[src/ctfl_pkg.sv]
// Shared constants, types and the CRC-8 byte step for the target frame link.
`timescale 1ns / 1ps

package ctfl_pkg;

  localparam logic [7:0]  HdrA      = 8'hA5;
  localparam logic [7:0]  HdrB      = 8'h5A;
  localparam logic [7:0]  CrcPoly   = 8'h31;
  localparam logic [7:0]  CrcInit   = 8'hFF;
  localparam logic [7:0]  CrcMsb    = 8'h80;

  // Byte positions inside the 12-byte frame.
  localparam logic [3:0]  PosHdrA   = 4'd0;
  localparam logic [3:0]  PosHdrB   = 4'd1;
  localparam logic [3:0]  PosMode   = 4'd2;
  localparam logic [3:0]  PosPitch0 = 4'd3;
  localparam logic [3:0]  PosPitch1 = 4'd4;
  localparam logic [3:0]  PosPitch2 = 4'd5;
  localparam logic [3:0]  PosPitch3 = 4'd6;
  localparam logic [3:0]  PosYaw0   = 4'd7;
  localparam logic [3:0]  PosYaw1   = 4'd8;
  localparam logic [3:0]  PosYaw2   = 4'd9;
  localparam logic [3:0]  PosYaw3   = 4'd10;
  localparam logic [3:0]  PosCrc    = 4'd11;
  localparam logic [3:0]  FrameLen  = 4'd12;

  // Configuration register indexes.
  localparam logic [1:0]  RegModeSetting    = 2'd0;
  localparam logic [1:0]  RegTargetTimeout  = 2'd1;
  localparam logic [1:0]  RegTransmitPeriod = 2'd2;

  localparam logic [31:0] TargetTimeoutRst  = 32'd100;
  localparam logic [31:0] TransmitPeriodRst = 32'd10;

  localparam logic        OpRxByte  = 1'b0;
  localparam logic        OpCycle   = 1'b1;
  localparam logic        KindStatus = 1'b0;
  localparam logic        KindFrame  = 1'b1;

  // Summary of the collected frame, as seen by the cycle logic.
  typedef struct packed {
    logic        pending;
    logic        valid;
    logic        mode_one;
    logic [31:0] pitch;
    logic [31:0] yaw;
  } rx_frame_t;

  // Transmit sequencer status.
  typedef struct packed {
    logic       active;
    logic [7:0] tx_byte;
    logic       last;
  } tx_stat_t;

  // One result item.
  typedef struct packed {
    logic        kind;
    logic [7:0]  tx_byte;
    logic        last;
    logic        aim_valid;
    logic        track_ok;
    logic [31:0] target_pitch_bits;
    logic [31:0] target_yaw_bits;
    logic [31:0] frame_count;
  } out_item_t;

  function automatic logic [7:0] crc8_step(input logic [7:0] crc, input logic [7:0] data);
    logic [7:0] c;
    c = crc ^ data;
    for (int b = 0; b < 8; b++) begin
      if ((c & CrcMsb) != 8'd0) begin
        c = {c[6:0], 1'b0} ^ CrcPoly;
      end else begin
        c = {c[6:0], 1'b0};
      end
    end
    return c;
  endfunction

endpackage

[src/ctfl_in_if.sv]
// Input request channel: valid/ready handshake with the input item fields.
`timescale 1ns / 1ps

interface ctfl_in_if;
  logic        valid;
  logic        ready;
  logic        op;
  logic [7:0]  rx_byte;
  logic        frame_start;
  logic [31:0] elapsed_ms;
  logic        imu_present;
  logic [31:0] imu_pitch_bits;
  logic [31:0] imu_yaw_bits;
  logic        link_busy;

  modport source (
    output valid, op, rx_byte, frame_start, elapsed_ms, imu_present,
           imu_pitch_bits, imu_yaw_bits, link_busy,
    input  ready
  );
  modport sink (
    input  valid, op, rx_byte, frame_start, elapsed_ms, imu_present,
           imu_pitch_bits, imu_yaw_bits, link_busy,
    output ready
  );
endinterface

[src/ctfl_out_if.sv]
// Result request channel: valid/ready handshake with the result item fields.
`timescale 1ns / 1ps

interface ctfl_out_if;
  logic        valid;
  logic        ready;
  logic        kind;
  logic [7:0]  tx_byte;
  logic        last;
  logic        aim_valid;
  logic        track_ok;
  logic [31:0] target_pitch_bits;
  logic [31:0] target_yaw_bits;
  logic [31:0] frame_count;

  modport source (
    output valid, kind, tx_byte, last, aim_valid, track_ok,
           target_pitch_bits, target_yaw_bits, frame_count,
    input  ready
  );
  modport sink (
    input  valid, kind, tx_byte, last, aim_valid, track_ok,
           target_pitch_bits, target_yaw_bits, frame_count,
    output ready
  );
endinterface

[src/ctfl_rx.sv]
// Receive frame collector: byte store, position, pending flag and running CRC.
`timescale 1ns / 1ps

module ctfl_rx import ctfl_pkg::*; (
  input  logic       clk_i,
  input  logic       rst_ni,
  input  logic       byte_we_i,
  input  logic [7:0] byte_i,
  input  logic       frame_start_i,
  input  logic       consume_i,
  output rx_frame_t  frame_o
);

  logic [7:0] store_q [FrameLen];
  logic [3:0] pos_q, pos_d, pos_eff;
  logic       pending_q, pending_d;
  logic [7:0] crc_q, crc_d;
  logic       in_range;

  assign pos_eff  = frame_start_i ? PosHdrA : pos_q;
  assign in_range = pos_eff < FrameLen;

  always_comb begin
    pos_d     = pos_q;
    pending_d = pending_q;
    crc_d     = crc_q;
    if (byte_we_i) begin
      if (frame_start_i) begin
        pending_d = 1'b0;
      end
      if (in_range) begin
        pos_d = pos_eff + 4'd1;
        if (pos_eff == PosCrc) begin
          pending_d = 1'b1;
        end
        // CRC covers bytes 0 to 10; restart it on the first byte
        if (pos_eff == PosHdrA) begin
          crc_d = crc8_step(CrcInit, byte_i);
        end else if (pos_eff < PosCrc) begin
          crc_d = crc8_step(crc_q, byte_i);
        end
      end
    end else if (consume_i) begin
      pending_d = 1'b0;
    end
  end

  always_ff @(posedge clk_i or negedge rst_ni) begin
    if (!rst_ni) begin
      pos_q     <= '0;
      pending_q <= 1'b0;
      crc_q     <= CrcInit;
    end else begin
      pos_q     <= pos_d;
      pending_q <= pending_d;
      crc_q     <= crc_d;
    end
  end

  always_ff @(posedge clk_i) begin
    if (byte_we_i && in_range) begin
      store_q[pos_eff] <= byte_i;
    end
  end

  assign frame_o.pending  = pending_q;
  assign frame_o.valid    = (store_q[PosHdrA] == HdrA) && (store_q[PosHdrB] == HdrB) &&
                            (store_q[PosMode] <= 8'd1) && (store_q[PosCrc] == crc_q);
  assign frame_o.mode_one = store_q[PosMode] == 8'd1;
  assign frame_o.pitch    = {store_q[PosPitch3], store_q[PosPitch2],
                             store_q[PosPitch1], store_q[PosPitch0]};
  assign frame_o.yaw      = {store_q[PosYaw3], store_q[PosYaw2],
                             store_q[PosYaw1], store_q[PosYaw0]};

endmodule

[src/ctfl_tx.sv]
// Transmit sequencer: serializes one attitude frame, building its CRC per byte.
`timescale 1ns / 1ps

module ctfl_tx import ctfl_pkg::*; (
  input  logic        clk_i,
  input  logic        rst_ni,
  input  logic        start_i,
  input  logic        mode_i,
  input  logic [31:0] pitch_i,
  input  logic [31:0] yaw_i,
  input  logic        advance_i,
  output tx_stat_t    stat_o
);

  logic        active_q, active_d;
  logic [3:0]  idx_q, idx_d;
  logic [7:0]  crc_q, crc_d;
  logic        mode_q;
  logic [31:0] pitch_q, yaw_q;
  logic [7:0]  raw_byte;
  logic        is_last;

  always_comb begin
    case (idx_q)
      PosHdrA:   raw_byte = HdrA;
      PosHdrB:   raw_byte = HdrB;
      PosMode:   raw_byte = {7'd0, mode_q};
      PosPitch0: raw_byte = pitch_q[7:0];
      PosPitch1: raw_byte = pitch_q[15:8];
      PosPitch2: raw_byte = pitch_q[23:16];
      PosPitch3: raw_byte = pitch_q[31:24];
      PosYaw0:   raw_byte = yaw_q[7:0];
      PosYaw1:   raw_byte = yaw_q[15:8];
      PosYaw2:   raw_byte = yaw_q[23:16];
      PosYaw3:   raw_byte = yaw_q[31:24];
      default:   raw_byte = crc_q;
    endcase
  end

  assign is_last = idx_q == PosCrc;

  always_comb begin
    active_d = active_q;
    idx_d    = idx_q;
    crc_d    = crc_q;
    if (start_i) begin
      active_d = 1'b1;
      idx_d    = PosHdrA;
      crc_d    = CrcInit;
    end else if (advance_i && active_q) begin
      crc_d = crc8_step(crc_q, raw_byte);
      idx_d = idx_q + 4'd1;
      if (is_last) begin
        active_d = 1'b0;
      end
    end
  end

  always_ff @(posedge clk_i or negedge rst_ni) begin
    if (!rst_ni) begin
      active_q <= 1'b0;
      idx_q    <= '0;
      crc_q    <= CrcInit;
    end else begin
      active_q <= active_d;
      idx_q    <= idx_d;
      crc_q    <= crc_d;
    end
  end

  // latch the snapshot for the frame being sent
  always_ff @(posedge clk_i) begin
    if (start_i) begin
      mode_q  <= mode_i;
      pitch_q <= pitch_i;
      yaw_q   <= yaw_i;
    end
  end

  assign stat_o.active  = active_q;
  assign stat_o.tx_byte = raw_byte;
  assign stat_o.last    = is_last;

endmodule

[src/crc8_target_frame_link_unit.sv]
// Top level of the CRC-8 framed target link: timers, target hold and result register.
`timescale 1ns / 1ps

// Receive requests (op 0) produce no result and are taken one per cycle while no
// frame is being sent and the output register is free. A cycle request (op 1)
// yields a status result from the output register; when it also sends an attitude
// frame, the frame sequencer then emits the 12 frame bytes, one byte and one CRC-8
// step per cycle whenever the output register is free, and no new request is taken
// until the last byte has left the output register. Configuration writes take
// effect at the next clock edge.
module crc8_target_frame_link_unit import ctfl_pkg::*; (
  input  logic        clk_i,
  input  logic        rst_ni,
  ctfl_in_if.sink     in_chan_i,
  ctfl_out_if.source  out_chan_o,
  input  logic        cfg_we_i,
  input  logic [1:0]  cfg_idx_i,
  input  logic [31:0] cfg_data_i
);

  logic        mode_q;
  logic [31:0] timeout_q, period_q;
  logic [31:0] tgt_timer_q, tgt_timer_d;
  logic [31:0] tx_timer_q, tx_timer_d;
  logic [31:0] held_pitch_q, held_pitch_d;
  logic [31:0] held_yaw_q, held_yaw_d;
  logic        held_valid_q, held_valid_d;
  logic [31:0] count_q, count_d;
  logic        out_valid_q, out_valid_d;
  out_item_t   out_q, out_d;

  logic        in_acc, rx_acc, cyc_acc, out_free, send, frame_load;
  logic [32:0] tgt_sum, tx_sum;
  logic [31:0] tgt_sat, tx_sat;
  rx_frame_t   rx_frame;
  tx_stat_t    tx_stat;

  assign out_free        = !out_valid_q || out_chan_o.ready;
  assign in_chan_i.ready = !tx_stat.active && out_free;
  assign in_acc          = in_chan_i.valid && in_chan_i.ready;
  assign rx_acc          = in_acc && (in_chan_i.op == OpRxByte);
  assign cyc_acc         = in_acc && (in_chan_i.op == OpCycle);
  assign frame_load      = tx_stat.active && out_free;

  ctfl_rx u_rx (
    .clk_i         (clk_i),
    .rst_ni        (rst_ni),
    .byte_we_i     (rx_acc),
    .byte_i        (in_chan_i.rx_byte),
    .frame_start_i (in_chan_i.frame_start),
    .consume_i     (cyc_acc),
    .frame_o       (rx_frame)
  );

  ctfl_tx u_tx (
    .clk_i     (clk_i),
    .rst_ni    (rst_ni),
    .start_i   (cyc_acc && send),
    .mode_i    (mode_q),
    .pitch_i   (in_chan_i.imu_pitch_bits),
    .yaw_i     (in_chan_i.imu_yaw_bits),
    .advance_i (frame_load),
    .stat_o    (tx_stat)
  );

  // saturating timer adds
  assign tgt_sum = {1'b0, tgt_timer_q} + {1'b0, in_chan_i.elapsed_ms};
  assign tx_sum  = {1'b0, tx_timer_q} + {1'b0, in_chan_i.elapsed_ms};
  assign tgt_sat = tgt_sum[32] ? '1 : tgt_sum[31:0];
  assign tx_sat  = tx_sum[32] ? '1 : tx_sum[31:0];

  assign send = (tx_sat >= period_q) && in_chan_i.imu_present && !in_chan_i.link_busy;

  always_comb begin
    tgt_timer_d  = tgt_timer_q;
    tx_timer_d   = tx_timer_q;
    held_pitch_d = held_pitch_q;
    held_yaw_d   = held_yaw_q;
    held_valid_d = held_valid_q;
    count_d      = count_q;
    if (cyc_acc) begin
      tgt_timer_d = tgt_sat;
      tx_timer_d  = send ? '0 : tx_sat;
      if (rx_frame.pending && rx_frame.valid) begin
        held_pitch_d = rx_frame.pitch;
        held_yaw_d   = rx_frame.yaw;
        held_valid_d = rx_frame.mode_one;
        count_d      = count_q + 32'd1;
        tgt_timer_d  = '0;
      end
      if (tgt_timer_d > timeout_q) begin
        held_valid_d = 1'b0;
      end
    end
  end

  always_comb begin
    out_d       = out_q;
    out_valid_d = out_valid_q;
    if (cyc_acc) begin
      out_d.kind              = KindStatus;
      out_d.tx_byte           = 8'd0;
      out_d.last              = !send;
      out_d.aim_valid         = held_valid_d;
      out_d.track_ok          = held_valid_d;
      out_d.target_pitch_bits = held_pitch_d;
      out_d.target_yaw_bits   = held_yaw_d;
      out_d.frame_count       = count_d;
      out_valid_d             = 1'b1;
    end else if (frame_load) begin
      out_d.kind              = KindFrame;
      out_d.tx_byte           = tx_stat.tx_byte;
      out_d.last              = tx_stat.last;
      out_d.aim_valid         = 1'b0;
      out_d.track_ok          = 1'b0;
      out_d.target_pitch_bits = '0;
      out_d.target_yaw_bits   = '0;
      out_d.frame_count       = '0;
      out_valid_d             = 1'b1;
    end else if (out_chan_o.ready) begin
      out_valid_d = 1'b0;
    end
  end

  always_ff @(posedge clk_i or negedge rst_ni) begin
    if (!rst_ni) begin
      mode_q       <= 1'b0;
      timeout_q    <= TargetTimeoutRst;
      period_q     <= TransmitPeriodRst;
      tgt_timer_q  <= TargetTimeoutRst;
      tx_timer_q   <= '0;
      held_pitch_q <= '0;
      held_yaw_q   <= '0;
      held_valid_q <= 1'b0;
      count_q      <= '0;
      out_valid_q  <= 1'b0;
    end else begin
      if (cfg_we_i) begin
        unique case (cfg_idx_i)
          RegModeSetting:    mode_q    <= cfg_data_i[0];
          RegTargetTimeout:  timeout_q <= cfg_data_i;
          RegTransmitPeriod: period_q  <= cfg_data_i;
          default: ;
        endcase
      end
      tgt_timer_q  <= tgt_timer_d;
      tx_timer_q   <= tx_timer_d;
      held_pitch_q <= held_pitch_d;
      held_yaw_q   <= held_yaw_d;
      held_valid_q <= held_valid_d;
      count_q      <= count_d;
      out_valid_q  <= out_valid_d;
    end
  end

  always_ff @(posedge clk_i) begin
    out_q <= out_d;
  end

  assign out_chan_o.valid             = out_valid_q;
  assign out_chan_o.kind              = out_q.kind;
  assign out_chan_o.tx_byte           = out_q.tx_byte;
  assign out_chan_o.last              = out_q.last;
  assign out_chan_o.aim_valid         = out_q.aim_valid;
  assign out_chan_o.track_ok          = out_q.track_ok;
  assign out_chan_o.target_pitch_bits = out_q.target_pitch_bits;
  assign out_chan_o.target_yaw_bits   = out_q.target_yaw_bits;
  assign out_chan_o.frame_count       = out_q.frame_count;

endmodule
[src/flat_wrapper.sv]
// flat-port wrapper written by rule: the top's interface ports become plain ports
module crc8_target_frame_link_unit_flat import ctfl_pkg::*;
  (clk_i, rst_ni, cfg_we_i, cfg_idx_i, cfg_data_i, in_chan_i_valid, in_chan_i_op, in_chan_i_rx_byte, in_chan_i_frame_start, in_chan_i_elapsed_ms, in_chan_i_imu_present, in_chan_i_imu_pitch_bits, in_chan_i_imu_yaw_bits, in_chan_i_link_busy, in_chan_i_ready, out_chan_o_valid, out_chan_o_kind, out_chan_o_tx_byte, out_chan_o_last, out_chan_o_aim_valid, out_chan_o_track_ok, out_chan_o_target_pitch_bits, out_chan_o_target_yaw_bits, out_chan_o_frame_count, out_chan_o_ready);
  ctfl_in_if in_chan_i_i ();
  ctfl_out_if out_chan_o_i ();
  input  logic clk_i;
  input  logic rst_ni;
  input  logic cfg_we_i;
  input  logic [1:0] cfg_idx_i;
  input  logic [31:0] cfg_data_i;
  input wire logic [$bits(in_chan_i_i.valid)-1:0] in_chan_i_valid;
  input wire logic [$bits(in_chan_i_i.op)-1:0] in_chan_i_op;
  input wire logic [$bits(in_chan_i_i.rx_byte)-1:0] in_chan_i_rx_byte;
  input wire logic [$bits(in_chan_i_i.frame_start)-1:0] in_chan_i_frame_start;
  input wire logic [$bits(in_chan_i_i.elapsed_ms)-1:0] in_chan_i_elapsed_ms;
  input wire logic [$bits(in_chan_i_i.imu_present)-1:0] in_chan_i_imu_present;
  input wire logic [$bits(in_chan_i_i.imu_pitch_bits)-1:0] in_chan_i_imu_pitch_bits;
  input wire logic [$bits(in_chan_i_i.imu_yaw_bits)-1:0] in_chan_i_imu_yaw_bits;
  input wire logic [$bits(in_chan_i_i.link_busy)-1:0] in_chan_i_link_busy;
  output wire logic [$bits(in_chan_i_i.ready)-1:0] in_chan_i_ready;
  output wire logic [$bits(out_chan_o_i.valid)-1:0] out_chan_o_valid;
  output wire logic [$bits(out_chan_o_i.kind)-1:0] out_chan_o_kind;
  output wire logic [$bits(out_chan_o_i.tx_byte)-1:0] out_chan_o_tx_byte;
  output wire logic [$bits(out_chan_o_i.last)-1:0] out_chan_o_last;
  output wire logic [$bits(out_chan_o_i.aim_valid)-1:0] out_chan_o_aim_valid;
  output wire logic [$bits(out_chan_o_i.track_ok)-1:0] out_chan_o_track_ok;
  output wire logic [$bits(out_chan_o_i.target_pitch_bits)-1:0] out_chan_o_target_pitch_bits;
  output wire logic [$bits(out_chan_o_i.target_yaw_bits)-1:0] out_chan_o_target_yaw_bits;
  output wire logic [$bits(out_chan_o_i.frame_count)-1:0] out_chan_o_frame_count;
  input wire logic [$bits(out_chan_o_i.ready)-1:0] out_chan_o_ready;
  assign in_chan_i_i.valid = in_chan_i_valid;
  assign in_chan_i_i.op = in_chan_i_op;
  assign in_chan_i_i.rx_byte = in_chan_i_rx_byte;
  assign in_chan_i_i.frame_start = in_chan_i_frame_start;
  assign in_chan_i_i.elapsed_ms = in_chan_i_elapsed_ms;
  assign in_chan_i_i.imu_present = in_chan_i_imu_present;
  assign in_chan_i_i.imu_pitch_bits = in_chan_i_imu_pitch_bits;
  assign in_chan_i_i.imu_yaw_bits = in_chan_i_imu_yaw_bits;
  assign in_chan_i_i.link_busy = in_chan_i_link_busy;
  assign in_chan_i_ready = in_chan_i_i.ready;
  assign out_chan_o_valid = out_chan_o_i.valid;
  assign out_chan_o_kind = out_chan_o_i.kind;
  assign out_chan_o_tx_byte = out_chan_o_i.tx_byte;
  assign out_chan_o_last = out_chan_o_i.last;
  assign out_chan_o_aim_valid = out_chan_o_i.aim_valid;
  assign out_chan_o_track_ok = out_chan_o_i.track_ok;
  assign out_chan_o_target_pitch_bits = out_chan_o_i.target_pitch_bits;
  assign out_chan_o_target_yaw_bits = out_chan_o_i.target_yaw_bits;
  assign out_chan_o_frame_count = out_chan_o_i.frame_count;
  assign out_chan_o_i.ready = out_chan_o_ready;
  crc8_target_frame_link_unit u_core (.clk_i(clk_i), .rst_ni(rst_ni), .in_chan_i(in_chan_i_i), .out_chan_o(out_chan_o_i), .cfg_we_i(cfg_we_i), .cfg_idx_i(cfg_idx_i), .cfg_data_i(cfg_data_i));
endmodule
[config.mk]
export PLATFORM = sky130hd
export DESIGN_NAME = crc8_target_frame_link_unit_flat
export DESIGN_NICKNAME = d
export VERILOG_FILES = /design/src/ctfl_pkg.sv /design/src/ctfl_in_if.sv /design/src/ctfl_out_if.sv /design/src/ctfl_rx.sv /design/src/ctfl_tx.sv /design/src/crc8_target_frame_link_unit.sv /design/src/flat_wrapper.sv
export SDC_FILE = /design/constraint.sdc
export NUM_CORES = 1
export LEC_CHECK = 0
export ABC_AREA = 1
export BUFFER_PORTS_ARGS = -buffer_cell sky130_fd_sc_hd__buf_2
export CORE_MARGIN = 8
export CORE_UTILIZATION = 25
export DETAILED_ROUTE_END_ITERATION = 6
export GPL_ROUTABILITY_DRIVEN = 0
export SLEW_MARGIN = 5
export SYNTH_ARGS = -nofsm -noshare
export SYNTH_HDL_FRONTEND = slang
export SYNTH_HIERARCHICAL = 1
export SYNTH_SLANG_ARGS = --single-unit
[constraint.sdc]
create_clock -name clk_i -period 8.46 [get_ports clk_i]
set_input_delay 0.846 -clock clk_i [delete_from_list [all_inputs] [get_ports clk_i]]
set_output_delay 0.846 -clock clk_i [all_outputs]
set_load 0.03 [all_outputs]
==> qor.csv, run 1 <==
metric,value,unit
crit_family,simple AND/OR/NAND/NOR gates,
leakage,17.3,nW
post_drt_wl_per_cell,16.8,µm
fin_hold_ws,0.172,ns
netlist_instances,3658,
core_area,118000,µm²
max-cap-violations,0,
grt_max_degree,130,
cts.clk_slew.worst_paths,0.06,ns
final.setup.tns,0,ns
grt_pass1_wl,140000,µm
htree_levels,2,
dieArea,130000,µm²
ys_seq_area_share,48.2,%
r2r_slack,3.44,ns
nets,4179,
n_fill_cell,12513,
slowest_delay,0.68,ns
synth-edff-count,259,
rr_worst_depth,23,
fin_crit,5.02,ns
layout.cells.most_common,nand2_1,
rows,126,
cts_tree,done,
reg2reg_from,u_core/tx_timer_q[0]$_DFFE_PN0P_,
viasPerCell,4.50,
clock_path_buffers,3,
ys_ff_latch,521,
ios,257,
syn-cell-area,29700,µm²
drt_pass1_iterations,6,
clock_sinks,521,
postCtsSetupRepairBufs,0,
drive_above_1_share,13.6,%
critPathMostFrequentCell,nand2_1,
cts_root_buf,clkbuf_16,
timing.fmax,0.199,GHz
first_global_vias,23709,
routed_wl,91900,µm
port_buffers,256,
critPathArrivalTime,5.29,ns
grt-ovfl-total,0,
endpoint_kind,flip-flop,
drv_slew,0,
dieHeight,361,µm
worstSetupStartpointType,flip-flop,
ys_types,57,
cp_max_fo,68,
dp_hpwl,69100,µm
worstSetupPathType,flip-flop to flip-flop,
crit_buf_inv,2,
worstPathRequired,8.73,ns
outcome,completed,
vias,24664,
final_cell_mix,"nand2_1, inv_1, edfxtp_1",
skew,0.0559,ns
hold_path.class,primary input to async pin,
async_flop_share,48.6,%
drt_iter0_drc,1937,
grt_usage,13.6,%
start_util,25.2,%
timing.rr.end,u_core/u_tx/yaw_q[16]$_DFFE_PP_,
setup_viol,0,
yosysWarnings,6,
path_cells,ha_1 > fa_1 > nand2_1 > nand2_1 > nand3_1 > nand2_2 > nand2_1 > nand2_2 > a21oi_4 > buf_4 > nand2_1 > ha_1 > nand2_1 > nor2_1 > nand4_1 > nand3_1 > nand2_1 > nand2_1 > nand2_1 > nand2_1 > nand2_1 > nor2_4 > buf_4,
hold_violations,0,
post_cts_resize_count,0,
syn_nets,3944,
drc,0,
powerDensity,348,nW/µm²
cts_hold_buffers,0,
syn-mean-instance-area,8.11,µm²
die_w,361,µm
ant_nets,0,
peakVddDrop,0.000218,V
cp.depth,23,
synth_flop_cell,edfxtp_1,
slowest_stage,buf_4,
numCtsBuffers,60,
area_growth,17.0,%
rsz0062_at_grt,no,
clock_latency,0.67,ns
maxSlewHeadroom,13.9,%
post-route-period-util,59.3,%
antenna_found_initial,7,
tightest_slew,1.28,ns
## cells in the mapped netlist, types with 10 or more instances
library cell / number / share of area, %
o21ai_0: 98 / 1.7
nand2_2: 25 / 0.53
buf_2: 23 / 0.39
nand3_2: 26 / 0.88
ha_1: 137 / 5.8
a21oi_1: 195 / 3.3
nor3_1: 39 / 0.66
nor2_2: 12 / 0.25
dfrtp_1: 229 / 19
inv_2: 27 / 0.34
a21o_1: 65 / 1.6
inv_1: 515 / 6.5
nand3_1: 196 / 3.3
dfstp_2: 24 / 2.1
xor2_1: 48 / 1.4
o21bai_1: 10 / 0.25
o21ai_1: 16 / 0.27
buf_1: 13 / 0.16
nand4_1: 36 / 0.76
edfxtp_1: 259 / 26
xnor2_1: 44 / 1.3
nand2_1: 1286 / 16
clkbuf_1: 51 / 0.65
nor2_1: 169 / 2.1
## area by class of cell
class / instances / area, µm² / area share (%)
antenna: 4 / 10.0 / 0.0288
clock buffer: 83 / 1720 / 4.95
clock inverter: 30 / 402 / 1.16
inverter: 548 / 2060 / 5.94
multi-input combinational: 2486 / 12800 / 37.0
sequential: 521 / 14300 / 41.2
tap: 1536 / 1920 / 5.53
timing repair buffer: 276 / 1450 / 4.19
## report_power, final
| group | switching [mW] | leakage, nW | internal [mW] | total [mW] |
|---|---|---|---|---|
| Clock | 1.11 | 1.03 | 1.64 | 2.75 |
| Combinational | 3.93 | 10.5 | 1.82 | 5.75 |
| Sequential | 0.341 | 5.72 | 3.24 | 3.58 |
## worst max-delay path by stage
stage | start | endpoint | slack [ns]
floorplan | in_chan_i_elapsed_ms[0] | u_core/u_tx/idx_q[3]$_DFFE_PN0P_ | 1.14
global placement | in_chan_i_elapsed_ms[0] | u_core/u_tx/idx_q[3]$_DFFE_PN0P_ | 2.93
detailed placement | in_chan_i_elapsed_ms[0] | u_core/u_tx/idx_q[2]$_DFFE_PN0P_ | 2.82
CTS | u_core/tx_timer_q[0]$_DFFE_PN0P_ | u_core/u_tx/idx_q[2]$_DFFE_PN0P_ | 3.39
global route | u_core/tx_timer_q[0]$_DFFE_PN0P_ | u_core/u_tx/idx_q[2]$_DFFE_PN0P_ | 2.93
finish | u_core/tx_timer_q[0]$_DFFE_PN0P_ | u_core/u_tx/yaw_q[16]$_DFFE_PP_ | 3.44
## per-layer routing
layer  up-vias  share of wire, %  track usage [%]
met4         4               2.3             3.49
met3       129               7.4             3.25
met1     11648                45             18.4
li1      12144                 -                -
met2       739                45             21.8
met5         -             0.026                0
## stage by stage
stage	util, %	setup WS (ns)	cell area (µm²)	total power, mW	std cells
after CTS	29.4	3.39	34700	12.2	5480
after global routing	29.4	2.93	34700	13.1	5480
after global placement	27.6	2.93	32600	9.28	5367
final	29.5	3.44	34700	12.1	5484
after detailed placement	27.6	2.82	32600	9.34	5367
after floorplan	-	1.14	29700	7.78	3658
## state kept, by name, indices dropped and copies added, names as in the netlist, 4 cells and up
name and cells:
u_core/u_rx/store_q 96, u_core/count_q 32, u_core/held_pitch_q 32, u_core/held_yaw_q 32, u_core/out_chan_o.frame_count 32, u_core/out_chan_o.target_pitch_bits 32
u_core/out_chan_o.target_yaw_bits 32, u_core/period_q 32, u_core/tgt_timer_q 32, u_core/timeout_q 32, u_core/tx_timer_q 32, u_core/u_tx/pitch_q 32
u_core/u_tx/yaw_q 32, u_core/out_chan_o.tx_byte 8, u_core/u_rx/crc_q 8, u_core/u_tx/crc_q 8, u_core/u_rx/pos_q 4, u_core/u_tx/idx_q 4
## kinds of logic (layout without fill, tap and decap cells)
| kind of cell | count (synthesis) | after routing | share of synthesized area, % |
|---|---|---|---|
| buf+inv | 651 | 937 | 8.64 |
| xor+xnor | 94 | 94 | 2.85 |
| compound gates | 409 | 409 | 7.84 |
| other cells | 0 | 4 | 0 |
| flops | 521 | 521 | 48.2 |
| simple gates | 1844 | 1844 | 26.5 |
| fa+ha+maj | 139 | 139 | 5.91 |
Note: power is estimated with default switching activity, not from simulation.
==> inputs of run 2 (changes only) <==
clock period = 4.31 ns   (was 8.46 ns; I/O delays follow)
==> run 2 against run 1 <==
- clock skew increased by 0.020 ns
- global-route usage up 0.45 points
- power increased by 98%
- routed wire length increased by 2.9%
- critical endpoint is now u_core/tx_timer_q[21]$_DFFE_PN0P_
- setup slack got worse by 3.2 ns
- largest cell class unchanged
- highest routed layer unchanged
- critical path type unchanged
- flip-flop and latch count stayed put
- die area unchanged
- register-to-register slack worse by 3.2 ns
==> qor.csv, run 2 (synthesized netlist as in run 1, its figures left out) <==
metric,value,unit
final_cell_mix,"nand2_1, inv_1, edfxtp_1",
worstSetupPathType,flip-flop to flip-flop,
max-cap-violations,0,
first_global_vias,24403,
post_drt_wl_per_cell,17.0,µm
outcome,completed,
clock_path_buffers,3,
rows,126,
cts_tree,done,
leakage,17.7,nW
area_growth,20.2,%
stdcell_area,35700,µm²
endpoint_kind,flip-flop,
fin_ws,0.255,ns
grt_usage,14.1,%
routed_wl,94600,µm
tightest_slew,1.05,ns
cp_max_fo,32,
port_buffers,256,
fin_crit,4.06,ns
layout.cells.most_common,nand2_1,
drive_above_1_share,14.3,%
drt_iter0_drc,2095,
numCtsBuffers,59,
hold_violations,0,
largest_reg_flops,96,
final.setup.tns,0,ns
post-place-ws,-0.0212,ns
post-route-period-util,94.1,%
finalNonFillerCells,5580,
postPlaceCellArea,33000,µm²
htree_levels,2,
power,23.9,mW
cts_root_buf,clkbuf_16,
setup_viol,0,
hold_path.class,primary input to flip-flop,
n_fill_cell,12433,
worstPathRequired,4.86,ns
peakVddDrop,0.000440,V
nets,4275,
antenna_found_initial,8,
core_area,118000,µm²
grt-ovfl-total,0,
dieArea,130000,µm²
place_inst,5399,
grt_max_degree,133,
cts.clk_slew.worst_paths,0.06,ns
die_w,361,µm
critPathArrivalTime,4.61,ns
drt_pass1_iterations,6,
dieHeight,361,µm
powerDensity,670,nW/µm²
viasPerCell,4.51,
clock_sinks,521,
worstSetupStartpointType,flip-flop,
dp_hpwl,70600,µm
timing.fmax,0.247,GHz
postCtsSetupRepairBufs,0,
maxSlewHeadroom,29.3,%
ant_nets,0,
skew,0.0762,ns
drv_slew,0,
start_util,25.2,%
clock_latency,0.68,ns
regMostFlops,u_core/u_rx/store_q,
grt_pass1_wl,144000,µm
drc,0,
vias,25156,
ios,257,
run 2: cell types whose count changed in the layout (fill, tap and decap cells not counted), moves of 4 or more:
cell and delta:
clkbuf_8 -10, nor3_2 -4, inv_6 +4, nand2_2 +4, buf_12 +7, nand2_1 -4
clkinv_2 +6, dlygate4sd3_1 +65, buf_4 +23
run 2: final cells by class:
cell class | count | area [µm²] | share of cell area [%]
clock buffer | 74 | 1590 | 4.45
clock inverter | 38 | 397 | 1.11
multi-input combinational | 2486 | 12900 | 36.2
inverter | 548 | 2060 | 5.79
antenna | 4 | 10.0 | 0.0281
timing repair buffer | 373 | 2440 | 6.85
sequential | 521 | 14300 | 40.2
tap | 1536 | 1920 | 5.39
run 2: worst paths after layout:
check,slack (ns),to,startpoint,depth (start not counted)
setup / recovery,0.25,u_core/tx_timer_q[21]$_DFFE_PN0P_,u_core/tx_timer_q[0]$_DFFE_PN0P_,23
hold / removal,0.07,u_core/period_q[3]$_DFFE_PN1P_,cfg_data_i[3],3
setup reg to reg,0.25,u_core/tx_timer_q[21]$_DFFE_PN0P_,u_core/tx_timer_q[0]$_DFFE_PN0P_,23
hold reg to reg,0.47,u_core/held_yaw_q[14]$_DFF_PN0_,u_core/held_yaw_q[14]$_DFF_PN0_,1
max in group asynchronous,2.72,u_core/tx_timer_q[20]$_DFFE_PN0P_,rst_ni,3
min in group asynchronous,0.36,u_core/held_pitch_q[14]$_DFF_PN0_,rst_ni,2
run 2: metrics by stage:
| step | util [%] | hold slack [ns] |
|---|---|---|
| after floorplan | - | 0.135 |
| after global placement | 28.0 | 0.458 |
| after detailed placement | 28.0 | 0.466 |
| after CTS | 30.2 | 0.0205 |
| after global routing | 30.2 | 0.0385 |
| final | 30.2 | 0.0697 |
run 2: report_power, final:
group | internal, mW | switching (mW) | leakage, nW | total [mW]
logic | 3.82 | 7.88 | 11.0 | 11.7
clock network | 2.89 | 2.23 | 0.956 | 5.11
registers | 6.35 | 0.711 | 5.72 | 7.07
total | 13.1 | 10.8 | 17.7 | 23.9
run 2: worst max-delay path, stage by stage (launching register included):
cell	delay, ns
dfrtp_1	0.42
ha_4	0.19
fa_2	0.39
nand2_2	0.09
nand2_1	0.07
nand3_1	0.10
nand2_2	0.05
nand2_1	0.08
nand2_2	0.09
a21oi_4	0.19
buf_12	0.22
nand3_1	0.16
ha_1	0.32
a21oi_1	0.14
o21ai_0	0.09
nand2_1	0.06
nand3_1	0.09
a21oi_1	0.26
nand2_1	0.11
nand2_2	0.16
buf_4	0.15
buf_8	0.23
nand3_1	0.19
nand2_1	0.09
run 2: per-layer routing:
layer	vias up	global-route usage, %	wire (µm)
li1	12364	-	-
met1	11788	19.2	42200
met2	849	21.8	41200
met3	153	3.55	8380
met4	2	4.27	2850
met5	-	0	8
run 2: repair_timing:
item / CTS / global route
setup endpoints to repair: 0 / 88
hold buffers: 65 / 0
resized for setup: 0 / 7
endpoints found under the hold margin: 139 / 0
